==> src/mia_pkg.sv <==
// Package for the MIPS64 integer ALU: operation codes, decode types and widths.
// Has no dependencies; the ALU top level imports it.
package mia_pkg;

   localparam int DATA_BITS  = 64;
   localparam int WORD_BITS  = 32;
   localparam int IMM_BITS   = 16;
   localparam int SA_BITS    = 5;
   localparam int SHAMT_BITS = 6;
   localparam int CODE_BITS  = 6;

   typedef enum logic [CODE_BITS-1:0] {
      OP_ADD    = 6'd0,
      OP_ADDU   = 6'd1,
      OP_SUB    = 6'd2,
      OP_SUBU   = 6'd3,
      OP_AND    = 6'd4,
      OP_OR     = 6'd5,
      OP_XOR    = 6'd6,
      OP_NOR    = 6'd7,
      OP_SLT    = 6'd8,
      OP_SLTU   = 6'd9,
      OP_DADDU  = 6'd10,
      OP_DSUBU  = 6'd11,
      OP_SLL    = 6'd12,
      OP_SRL    = 6'd13,
      OP_SRA    = 6'd14,
      OP_DSLL   = 6'd15,
      OP_DSRL   = 6'd16,
      OP_DSRA   = 6'd17,
      OP_DSLL32 = 6'd18,
      OP_DSRL32 = 6'd19,
      OP_DSRA32 = 6'd20,
      OP_SLLV   = 6'd21,
      OP_SRLV   = 6'd22,
      OP_SRAV   = 6'd23,
      OP_ADDIU  = 6'd24,
      OP_DADDIU = 6'd25,
      OP_ANDI   = 6'd26,
      OP_ORI    = 6'd27,
      OP_XORI   = 6'd28,
      OP_LUI    = 6'd29,
      OP_SLTI   = 6'd30,
      OP_SLTIU  = 6'd31
   } op_type;

   typedef enum logic [2:0] {
      UNIT_ADD,
      UNIT_LOGIC,
      UNIT_SLT,
      UNIT_SHIFT,
      UNIT_ZERO
   } unit_type;

   typedef enum logic [1:0] {
      LOGIC_AND,
      LOGIC_OR,
      LOGIC_XOR,
      LOGIC_NOR
   } logic_type;

   typedef struct packed {
      unit_type               unit;
      logic_type              logic_op;
      logic                   sub;
      logic                   word;
      logic                   lt_signed;
      logic                   shift_right;
      logic                   shift_arith;
      logic [SHAMT_BITS-1:0]  shamt;
   } ctrl_type;

endpackage

==> src/mips64_integer_alu_top.sv <==
// MIPS64 integer ALU: three-stage pipeline of decode, execute and sign extension.
// Depends on mia_pkg for operation codes, decode types and widths.
//
//   channel  direction  handshake            payload
//   req      in         req_valid/req_stall  req_type, req_operand_a, req_operand_b,
//                                            req_shift_amount, req_immediate
//   rsp      out        rsp_valid/rsp_stall  rsp_result
//
// An accepted word is registered in stage one, then stage two, then stage three, where it
// raises rsp_valid; one word can enter each cycle while req_stall is low.
// Stage one decodes and picks operands, stage two runs the adder or the barrel shifter,
// stage three sign-extends 32-bit results into the output register.
// Reset empties all three stages; the block has no other state.
// A stall on rsp holds the output stage, and an earlier full stage waits only while every
// stage after it is full; req_stall rises only when all three are full and rsp is stalled.
module mips64_integer_alu_top (
   input  logic                             clock,
   input  logic                             reset,
   input  logic                             req_valid,
   output logic                             req_stall,
   input  logic [mia_pkg::CODE_BITS-1:0]    req_type,
   input  logic [mia_pkg::DATA_BITS-1:0]    req_operand_a,
   input  logic [mia_pkg::DATA_BITS-1:0]    req_operand_b,
   input  logic [mia_pkg::SA_BITS-1:0]      req_shift_amount,
   input  logic [mia_pkg::IMM_BITS-1:0]     req_immediate,
   output logic                             rsp_valid,
   input  logic                             rsp_stall,
   output logic [mia_pkg::DATA_BITS-1:0]    rsp_result
);
   import mia_pkg::*;

   logic                  ready1, ready2, ready3;

   logic                  v1_ff, v2_ff, v3_ff;
   ctrl_type              ctrl1_ff, ctrl1_in;
   logic [DATA_BITS-1:0]  a1_ff, a1_in, b1_ff, b1_in;
   logic                  word2_ff;
   logic [DATA_BITS-1:0]  res2_ff, res2_in;
   logic [DATA_BITS-1:0]  res3_ff, res3_in;

   logic [DATA_BITS-1:0]  simm, zimm;
   logic [DATA_BITS:0]    sum;
   logic                  lt_u, lt_s;
   logic [DATA_BITS-1:0]  logic_res, shift_res;

   // A stage may load when it is empty or when its contents move on this cycle.
   assign ready3    = !v3_ff || !rsp_stall;
   assign ready2    = !v2_ff || ready3;
   assign ready1    = !v1_ff || ready2;
   assign req_stall = !ready1;
   assign rsp_valid = v3_ff;
   assign rsp_result = res3_ff;

   // Stage one: decode and operand selection.
   always_comb begin
      simm = {{(DATA_BITS-IMM_BITS){req_immediate[IMM_BITS-1]}}, req_immediate};
      zimm = {{(DATA_BITS-IMM_BITS){1'b0}}, req_immediate};
      ctrl1_in.unit        = UNIT_ZERO;
      ctrl1_in.logic_op    = LOGIC_AND;
      ctrl1_in.sub         = 1'b0;
      ctrl1_in.word        = 1'b0;
      ctrl1_in.lt_signed   = 1'b0;
      ctrl1_in.shift_right = 1'b0;
      ctrl1_in.shift_arith = 1'b0;
      ctrl1_in.shamt       = {1'b0, req_shift_amount};
      a1_in = req_operand_a;
      b1_in = req_operand_b;
      case (op_type'(req_type))
         OP_ADD, OP_ADDU: begin
            ctrl1_in.unit = UNIT_ADD;
            ctrl1_in.word = 1'b1;
         end
         OP_SUB, OP_SUBU: begin
            ctrl1_in.unit = UNIT_ADD;
            ctrl1_in.sub  = 1'b1;
            ctrl1_in.word = 1'b1;
         end
         OP_AND: ctrl1_in.unit = UNIT_LOGIC;
         OP_OR: begin
            ctrl1_in.unit     = UNIT_LOGIC;
            ctrl1_in.logic_op = LOGIC_OR;
         end
         OP_XOR: begin
            ctrl1_in.unit     = UNIT_LOGIC;
            ctrl1_in.logic_op = LOGIC_XOR;
         end
         OP_NOR: begin
            ctrl1_in.unit     = UNIT_LOGIC;
            ctrl1_in.logic_op = LOGIC_NOR;
         end
         OP_SLT: begin
            ctrl1_in.unit      = UNIT_SLT;
            ctrl1_in.sub       = 1'b1;
            ctrl1_in.lt_signed = 1'b1;
         end
         OP_SLTU: begin
            ctrl1_in.unit = UNIT_SLT;
            ctrl1_in.sub  = 1'b1;
         end
         OP_DADDU: ctrl1_in.unit = UNIT_ADD;
         OP_DSUBU: begin
            ctrl1_in.unit = UNIT_ADD;
            ctrl1_in.sub  = 1'b1;
         end
         OP_SLL, OP_SLLV: begin
            ctrl1_in.unit = UNIT_SHIFT;
            ctrl1_in.word = 1'b1;
         end
         OP_SRL, OP_SRLV: begin
            ctrl1_in.unit        = UNIT_SHIFT;
            ctrl1_in.word        = 1'b1;
            ctrl1_in.shift_right = 1'b1;
            b1_in = {{(DATA_BITS-WORD_BITS){1'b0}}, req_operand_b[WORD_BITS-1:0]};
         end
         OP_SRA, OP_SRAV: begin
            ctrl1_in.unit        = UNIT_SHIFT;
            ctrl1_in.word        = 1'b1;
            ctrl1_in.shift_right = 1'b1;
            ctrl1_in.shift_arith = 1'b1;
            b1_in = {{(DATA_BITS-WORD_BITS){req_operand_b[WORD_BITS-1]}},
                     req_operand_b[WORD_BITS-1:0]};
         end
         OP_DSLL: ctrl1_in.unit = UNIT_SHIFT;
         OP_DSRL: begin
            ctrl1_in.unit        = UNIT_SHIFT;
            ctrl1_in.shift_right = 1'b1;
         end
         OP_DSRA: begin
            ctrl1_in.unit        = UNIT_SHIFT;
            ctrl1_in.shift_right = 1'b1;
            ctrl1_in.shift_arith = 1'b1;
         end
         OP_DSLL32: begin
            ctrl1_in.unit  = UNIT_SHIFT;
            ctrl1_in.shamt = {1'b1, req_shift_amount};
         end
         OP_DSRL32: begin
            ctrl1_in.unit        = UNIT_SHIFT;
            ctrl1_in.shift_right = 1'b1;
            ctrl1_in.shamt       = {1'b1, req_shift_amount};
         end
         OP_DSRA32: begin
            ctrl1_in.unit        = UNIT_SHIFT;
            ctrl1_in.shift_right = 1'b1;
            ctrl1_in.shift_arith = 1'b1;
            ctrl1_in.shamt       = {1'b1, req_shift_amount};
         end
         OP_ADDIU: begin
            ctrl1_in.unit = UNIT_ADD;
            ctrl1_in.word = 1'b1;
            b1_in = simm;
         end
         OP_DADDIU: begin
            ctrl1_in.unit = UNIT_ADD;
            b1_in = simm;
         end
         OP_ANDI: begin
            ctrl1_in.unit = UNIT_LOGIC;
            b1_in = zimm;
         end
         OP_ORI: begin
            ctrl1_in.unit     = UNIT_LOGIC;
            ctrl1_in.logic_op = LOGIC_OR;
            b1_in = zimm;
         end
         OP_XORI: begin
            ctrl1_in.unit     = UNIT_LOGIC;
            ctrl1_in.logic_op = LOGIC_XOR;
            b1_in = zimm;
         end
         OP_LUI: begin
            // Computed as zero plus the shifted immediate, then sign-extended as a word.
            ctrl1_in.unit = UNIT_ADD;
            ctrl1_in.word = 1'b1;
            a1_in = '0;
            b1_in = {{(DATA_BITS-WORD_BITS){1'b0}}, req_immediate, {IMM_BITS{1'b0}}};
         end
         OP_SLTI: begin
            ctrl1_in.unit      = UNIT_SLT;
            ctrl1_in.sub       = 1'b1;
            ctrl1_in.lt_signed = 1'b1;
            b1_in = simm;
         end
         OP_SLTIU: begin
            ctrl1_in.unit = UNIT_SLT;
            ctrl1_in.sub  = 1'b1;
            b1_in = simm;
         end
         default: ctrl1_in.unit = UNIT_ZERO;
      endcase
      // The variable shifts take their amount from the low five bits of rs.
      if (op_type'(req_type) == OP_SLLV || op_type'(req_type) == OP_SRLV ||
          op_type'(req_type) == OP_SRAV) begin
         ctrl1_in.shamt = {1'b0, req_operand_a[SA_BITS-1:0]};
      end
   end

   // Stage two: one adder serves add, subtract and both compares.
   always_comb begin
      sum = {1'b0, a1_ff} + {1'b0, (ctrl1_ff.sub ? ~b1_ff : b1_ff)}
            + {{DATA_BITS{1'b0}}, ctrl1_ff.sub};
      lt_u = !sum[DATA_BITS];
      lt_s = (a1_ff[DATA_BITS-1] != b1_ff[DATA_BITS-1]) ? a1_ff[DATA_BITS-1]
                                                         : sum[DATA_BITS-1];
      case (ctrl1_ff.logic_op)
         LOGIC_AND: logic_res = a1_ff & b1_ff;
         LOGIC_OR:  logic_res = a1_ff | b1_ff;
         LOGIC_XOR: logic_res = a1_ff ^ b1_ff;
         LOGIC_NOR: logic_res = ~(a1_ff | b1_ff);
         default:   logic_res = '0;
      endcase
      if (!ctrl1_ff.shift_right) begin
         shift_res = b1_ff << ctrl1_ff.shamt;
      end else if (ctrl1_ff.shift_arith) begin
         shift_res = DATA_BITS'($signed(b1_ff) >>> ctrl1_ff.shamt);
      end else begin
         shift_res = b1_ff >> ctrl1_ff.shamt;
      end
      case (ctrl1_ff.unit)
         UNIT_ADD:   res2_in = sum[DATA_BITS-1:0];
         UNIT_LOGIC: res2_in = logic_res;
         UNIT_SLT:   res2_in = {{(DATA_BITS-1){1'b0}}, (ctrl1_ff.lt_signed ? lt_s : lt_u)};
         UNIT_SHIFT: res2_in = shift_res;
         default:    res2_in = '0;
      endcase
   end

   // Stage three: 32-bit operations sign-extend bit 31.
   assign res3_in = word2_ff ? {{(DATA_BITS-WORD_BITS){res2_ff[WORD_BITS-1]}},
                                res2_ff[WORD_BITS-1:0]}
                             : res2_ff;

   always_ff @(posedge clock) begin
      if (reset) begin
         v1_ff <= 1'b0;
         v2_ff <= 1'b0;
         v3_ff <= 1'b0;
      end else begin
         if (ready1) v1_ff <= req_valid;
         if (ready2) v2_ff <= v1_ff;
         if (ready3) v3_ff <= v2_ff;
      end
   end

   always_ff @(posedge clock) begin
      if (ready1) begin
         ctrl1_ff <= ctrl1_in;
         a1_ff    <= a1_in;
         b1_ff    <= b1_in;
      end
      if (ready2) begin
         word2_ff <= ctrl1_ff.word;
         res2_ff  <= res2_in;
      end
      if (ready3) begin
         res3_ff <= res3_in;
      end
   end

`ifndef SYNTH
   logic [1:0] occupancy;
   logic       in_take, out_take;

   assign occupancy = 2'($countones({v1_ff, v2_ff, v3_ff}));
   assign in_take   = req_valid && !req_stall;
   assign out_take  = rsp_valid && !rsp_stall;

   // The input side stalls only when every stage holds a word.
   assert property (@(posedge clock) disable iff (reset)
      req_stall |-> (v1_ff && v2_ff && v3_ff))
      else $error("input stalled while the pipeline has room");

   // A word leaving stage one must arrive in stage two.
   assert property (@(posedge clock) disable iff (reset)
      (v1_ff && ready2) |=> v2_ff)
      else $error("word lost between stage one and stage two");

   // Words in flight change only by what enters and what leaves.
   assert property (@(posedge clock) disable iff (reset)
      1'b1 |=> ({1'b0, occupancy} ==
                {1'b0, $past(occupancy)} + {2'b00, $past(in_take)} - {2'b00, $past(out_take)}))
      else $error("pipeline word count does not match the handshakes");
`endif

endmodule
==> config.mk <==
export PLATFORM = sky130hd
export DESIGN_NAME = mips64_integer_alu_top
export DESIGN_NICKNAME = d
export VERILOG_FILES = /design/src/mia_pkg.sv /design/src/mips64_integer_alu_top.sv
export SDC_FILE = /design/constraint.sdc
export NUM_CORES = 1
export LEC_CHECK = 0
export BUFFER_PORTS_ARGS = -buffer_cell sky130_fd_sc_hd__buf_2
export CAP_MARGIN = 10
export CORE_UTILIZATION = 30
export DETAILED_ROUTE_END_ITERATION = 7
export PLACE_DENSITY_LB_ADDON = 0.08
export REMOVE_ABC_BUFFERS = 1
export SYNTH_ARGS = -nofsm -noshare
export SYNTH_HDL_FRONTEND = slang
export SYNTH_SLANG_ARGS = --single-unit
==> constraint.sdc <==
create_clock -name clock -period 12.5 [get_ports clock]
set_clock_uncertainty 0.15 [all_clocks]
set_input_delay 1.25 -clock clock [delete_from_list [all_inputs] [get_ports clock]]
set_output_delay 1.25 -clock clock [all_outputs]
set_load 0.01 [all_outputs]
Yosys cells after proc, flatten, opt, wreduce, memory -nomap -nowiden
Cells that the tools add are included.
Widths: inputs -> output; s select.
{ "word_totals": {"wordCells": 113, "output_inout_bits": 66, "reg_bits": 276, "inputBits": 159} }
{ "op_classes": {"add_sub_neg": 2, "n_reduce_logical": 30, "eq_ne": 38, "n_mux": 18, "shift": 3, "n_bitwise": 5} }
{ "op_table": {"columns": ["op", "count"], "rows": [
  ["$pmux 64 s4", 2],
  ["$pmux 64 s5", 1],
  ["$mux 64", 4],
  ["$not 64->64", 2],
  ["$eq 6x5->1 const B", 16],
  ["$add 64x64->65", 1],
  ["$add 65x1->65", 1],
  ["$and 64x64->64", 1],
  ["$or 64x64->64", 1],
  ["$shl 64x6->64", 1],
  ["$shr 64x6->64", 1],
  ["$sshr 64x6->64", 1],
  ["$xor 64x64->64", 1],
  ["$eq 6x4->1 const B", 8],
  ["$eq 6x3->1 const B", 4],
  ["$reduce_or 12->1", 2],
  ["$reduce_or 7->1", 2],
  ["$eq 6x2->1 const B", 2],
  ["$pmux 3 s4", 1],
  ["$reduce_or 4->1", 3],
  ["$reduce_or 2->1", 5],
  ["$reduce_or 9->1", 1],
  ["$reduce_or 8->1", 1],
  ["$mux 1", 7],
  ["15 further kinds", 27]
]} }

Longest topological paths before layout
{ "logic_depth": {"depth_word": 7, "ltp_mapped": 14, "ltp_nobuf": 12} }

Worst setup path after synthesis
OpenSTA, ideal clock, no wires.
{ "synth_timing": {"path_kind": "input to output", "from": "input rsp_stall", "to": "output req_stall", "setup_slack_ns": 6.173, "arrival_ns": 4.927, "t_required_ns": 11.100, "path_buffers": 0, "stages": 3, "path_cell_list": "and3_1 -> nand2_1 -> inv_1"} }
{ "synth_via": {"elab_chain_len": 5} }
{ "synth_rtl": {"columns": ["element", "line_no", "source"], "rows": [
  ["start, declared", "mips64_integer_alu_top.sv:27", "input logic rsp_stall,"],
  ["$logic_not 1->1", null, null],
  ["$logic_or 1x1->1", "mips64_integer_alu_top.sv:47", "assign ready3 = !v3_ff || !rsp_stall;"],
  ["$logic_or 1x1->1", "mips64_integer_alu_top.sv:48", "assign ready2 = !v2_ff || ready3;"],
  ["$logic_or 1x1->1", "mips64_integer_alu_top.sv:49", "assign ready1 = !v1_ff || ready2;"],
  ["$logic_not 1->1", "mips64_integer_alu_top.sv:50", "assign req_stall = !ready1;"],
  ["end, declared", "mips64_integer_alu_top.sv:20", "output logic req_stall,"]
]} }
No other way between the ends.

Worst setup path after layout
{ "layout_timing": {"from": "register ctrl1_ff[10] in the netlist's numbering", "to": "register res2_ff[53], data pin"} }
{ "layout_via": {"elab_chain_len": 4} }
{ "layout_rtl": {"columns": ["element", "line_no", "source"], "rows": [
  ["start, declared", "mips64_integer_alu_top.sv:35", "ctrl_type ctrl1_ff, ctrl1_in;"],
  ["start signal, assigned", "mips64_integer_alu_top.sv:247", "ctrl1_ff <= ctrl1_in;"],
  ["$mux 64", "mips64_integer_alu_top.sv:200", "sum = {1'b0, a1_ff} + {1'b0, (ctrl1_ff.sub ? ~b1_ff : b1_ff)}"],
  ["$add 64x64->65", "mips64_integer_alu_top.sv:200", null],
  ["$add 65x1->65 *", "mips64_integer_alu_top.sv:201", "+ {{DATA_BITS{1'b0}}, ctrl1_ff.sub};"],
  ["$pmux 64 s4 *", "mips64_integer_alu_top.sv:219", "case (ctrl1_ff.unit)"],
  ["named net res2_in[53]", "mips64_integer_alu_top.sv:38", "logic [DATA_BITS-1:0] res2_ff, res2_in;"],
  ["end signal, assigned", "mips64_integer_alu_top.sv:253", "res2_ff <= res2_in;"],
  ["end, declared", "mips64_integer_alu_top.sv:38", null]
]} }
Mark *: on every way through the listed nets, which the timed path passes. The rest lies on a longest branch.
A chain may end at the register's enable or synchronous reset.

==> metrics.log <==
[metrics] synthesized cell area: 28950 sq um
[metrics] remaining routing DRC violations: 0
[metrics] Slew HR: 0.1380
[metrics] number of flip-flops and latches in the synthesized netlist: 276
[metrics] Min-Delay Path Class: reg -> reg
[metrics] sequential cell area fraction in the yosys report: 0.2852
[metrics] sort of element at the end of the critical path: register
[metrics] final setup violating endpoints: 0
[metrics] combinational power share: 0.409
[metrics] initial antenna violation count: 5
[metrics] count of H-tree levels built during CTS: 2
[metrics] number of global-route vias before repair: 25680
[metrics] Sw Ratio: 0.3991
[metrics] via density per instance: 5.722
[metrics] final period utilization: 0.4171
[metrics] PwrDens: 115.0 nW/um^2
[metrics] internal power: 2.210 mW
[metrics] weighted congestion at the end of routability-driven global placement: 0.9810
[metrics] Worst EP required: 12680 ps
[metrics] die outline area: 97750 sq um
[metrics] number of setup buffers added after CTS: 0
[metrics] # fillers: 10070
[metrics] via count: 25820
[metrics] core footprint: 95290 sq um
[metrics] placement row count: 113
[metrics] average routed wire per standard cell: 29.46 microns
[metrics] hold-fix buffers at CTS: 0
[metrics] worst setup path class: reg -> reg
[metrics] first-pass iteration count of the detailed router: 5
[metrics] total of warnings raised by yosys: 0
[metrics] maximum number of pins on one net before global-route repair: 146
[metrics] # clock sinks: 276
[metrics] number of port buffers: 224
[metrics] synthesis-to-finish area growth: 10.49%
[metrics] routed wire length: 133.0 mm
[metrics] number of nets at the end of the flow: 3576
[metrics] ys flop type: edfxtp_1
[metrics] detailed router's first-iteration violation count: 2681
[metrics] number of buffers created by CTS: 35
[metrics] overall fraction of global-route tracks in use: 0.2674
[metrics] maximum fanout encountered on the critical timing path: 40
[metrics] x dimension of the die: 312.7 microns
[metrics] minimum hold slack: 264.1 ps
[metrics] number of hold violations in the final report: 0
[metrics] total gr overflow: 0
[metrics] cell count after synthesis: 3190
[metrics] worst supply voltage drop on vdd: 0.07939 mV
[metrics] initial core utilization: 0.3038
[metrics] number of enable flip-flop cells after synthesis: 273
[metrics] io pins: 225
[metrics] Period minus WS final: 5214 ps
[metrics] clock insertion delay at the later pin of the skew report: 630 ps
[metrics] buffers from clock root to sink, at most: 3
[metrics] share of total power in the clock network: 0.257
[metrics] HPWL after DPL: 102.2 mm
[metrics] total negative setup slack: 0 ps
[metrics] max-capacitance violation count: 0
[metrics] unrepaired setup endpoints after global routing: false
[metrics] critical path data arrival time: 5390 ps
[metrics] post-route antenna net violation count: 0
[metrics] number of instances resized during post-cts repair: 0
[metrics] syn_area_per_cell: 9.076 sq um
[metrics] clock input transition at the sequential cells of the worst setup and hold paths: 70 ps
[metrics] wire length of the first global-routing pass: 190.1 mm
[metrics] switching power of the nets: 1.468 mW
[metrics] portion of total power attributed to sequential cells: 0.334
[metrics] layout cell share with drive strength beyond 1: 0.1808
[metrics] Die Ht: 312.7 microns
[metrics] Distinct cells, synth: 90
[metrics] Synth async-reset ratio: 0
[metrics] status: complete, no violations
[metrics] Setup crit start kind: register
[metrics] Slew Viols, Final: 0
[metrics] transition time at the pin with the least slew margin: 1277 ps
[metrics] Max Clk Rate: 0.1918 GHz
[metrics] cell leakage power: 13.28 nW
[metrics] CTS tree: done
[metrics] clock root buffer: clkbuf_16
power groups by stage:
stage	logic [mW]	clock network (mW)	registers, mW
after floorplan	0.864	0	1.29
after CTS	1.48	0.985	1.23
after detailed placement	1.48	0	1.25
after global routing	1.60	1.01	1.24
after global placement	1.48	0	1.25
final	1.50	0.945	1.23
worst max-delay path, stage by stage, from the launching register on:
cell	delay [ps]
edfxtp_1	330
buf_4	390
buf_4	640
xor2_1	140
ha_1	430
a21oi_1	290
o21ai_0	150
a21oi_1	400
a2111oi_2	150
o21ai_0	710
a21oi_1	320
o21ai_1	420
xor2_1	170
o21ai_0	80
synth_stat cells, drive strengths merged (5+ instances only):
master	count	share of area
nand2	316	0.041
nor2	311	0.040
edfxtp	273	0.28
o21ai	218	0.038
clkbuf	209	0.027
a21oi	205	0.036
inv	192	0.025
ha	191	0.083
mux4	160	0.12
mux2i	137	0.047
xor2	103	0.031
buf	101	0.022
nor2b	80	0.017
xnor2	73	0.022
a211oi	59	0.016
nor3	50	0.0086
a21o	45	0.012
a22oi	39	0.010
mux2	39	0.015
o211ai	35	0.0091
o22ai	33	0.0071
nand3	32	0.0055
nand4	30	0.0065
a31oi	27	0.0058
a22o	21	0.0064
o21bai	16	0.0041
or3	16	0.0035
a221oi	14	0.0047
and3	14	0.0030
o221ai	12	0.0041
and2	11	0.0024
o31ai	9	0.0025
a211o	8	0.0024
o21a	8	0.0021
o311ai	8	0.0024
o311a	6	0.0021
or2	6	0.0013
a32oi	5	0.0015
and4	5	0.0015
nor3b	5	0.0013
o2111ai	5	0.0015
state kept, by name (all words and copies together), names as in the netlist:
register	cells
b1_ff	64
word2_ff	1
v2_ff	1
rsp_result	64
v1_ff	1
res2_ff	64
a1_ff	64
ctrl1_ff	16
rsp_valid	1
logic make-up after synthesis:
kind of cell	after synthesis	share of synthesized area
XOR/XNOR	176	0.05324
flip-flops	276	0.2852
buffers and inverters	506	0.07407
AO/OA/AOI/OAI	814	0.1812
multiplexers	336	0.1873
adder cells (fa/ha/maj)	192	0.08324
AND/OR/NAND/NOR	890	0.1357
cells in the final DEF (no fill, tap or decap), types with 33 or more instances in the layout:
master and instances:
a21o_1 45, mux2_2 39, a22oi_1 39, nor2b_1 80, a211oi_1 56, nor3_1 48
nor2_1 309, xnor2_1 73, edfxtp_1 273, ha_1 191, mux4_2 158, clkbuf_16 35
mux2i_1 136, o21ai_0 200, nand2_1 314, o211ai_1 35, a21oi_1 201, o22ai_1 33
buf_2 224, xor2_1 103, inv_1 189, buf_4 81
layout make-up:
class,instances,area [sq um],share of cell area
inverters,196,740.7,0.02316
clock buffers,41,898.4,0.02808
well taps,1265,1583,0.04948
flip-flops and latches,276,8258,0.2582
multi-input cells,2408,18590,0.5812
clock inverters,17,123.9,0.003872
diodes,2,5.005,0.0001565
repair buffers,308,1789,0.05593
through the flow:
stage / util / std cells / cell area, sq um / setup WS, ps / total power [mW]
6_report: 0.3357 / 4513 / 31990 / 7286 / 3.678
3_3_place_gp: 0.3249 / 4453 / 30960 / 7453 / 2.729
2_1_floorplan: - / 2880 / 27540 / 4764 / 2.155
3_5_place_dp: 0.3249 / 4453 / 30960 / 7403 / 2.728
5_1_grt: 0.3356 / 4511 / 31980 / 7119 / 3.856
4_1_cts: 0.3356 / 4511 / 31980 / 7357 / 3.702
layer usage:
metal  share of wire  vias to the layer above  global-route usage
met2            0.46                      931              0.4257
met3           0.059                      141             0.03010
li1                -                    11710                   -
met5        0.000090                        -                   0
met4           0.026                        2             0.06996
met1            0.46                    13040              0.3834
final timing paths:
kind	start	to	slack (ps)	cells after the start
worst min-delay path	res2_ff[7]	rsp_result[7]	260	0
worst min register to register	res2_ff[7]	rsp_result[7]	260	0
worst max register to register	ctrl1_ff[10]	res2_ff[53]	7290	13
worst max-delay path	ctrl1_ff[10]	res2_ff[53]	7290	13
(Power assumes the default switching activity.)
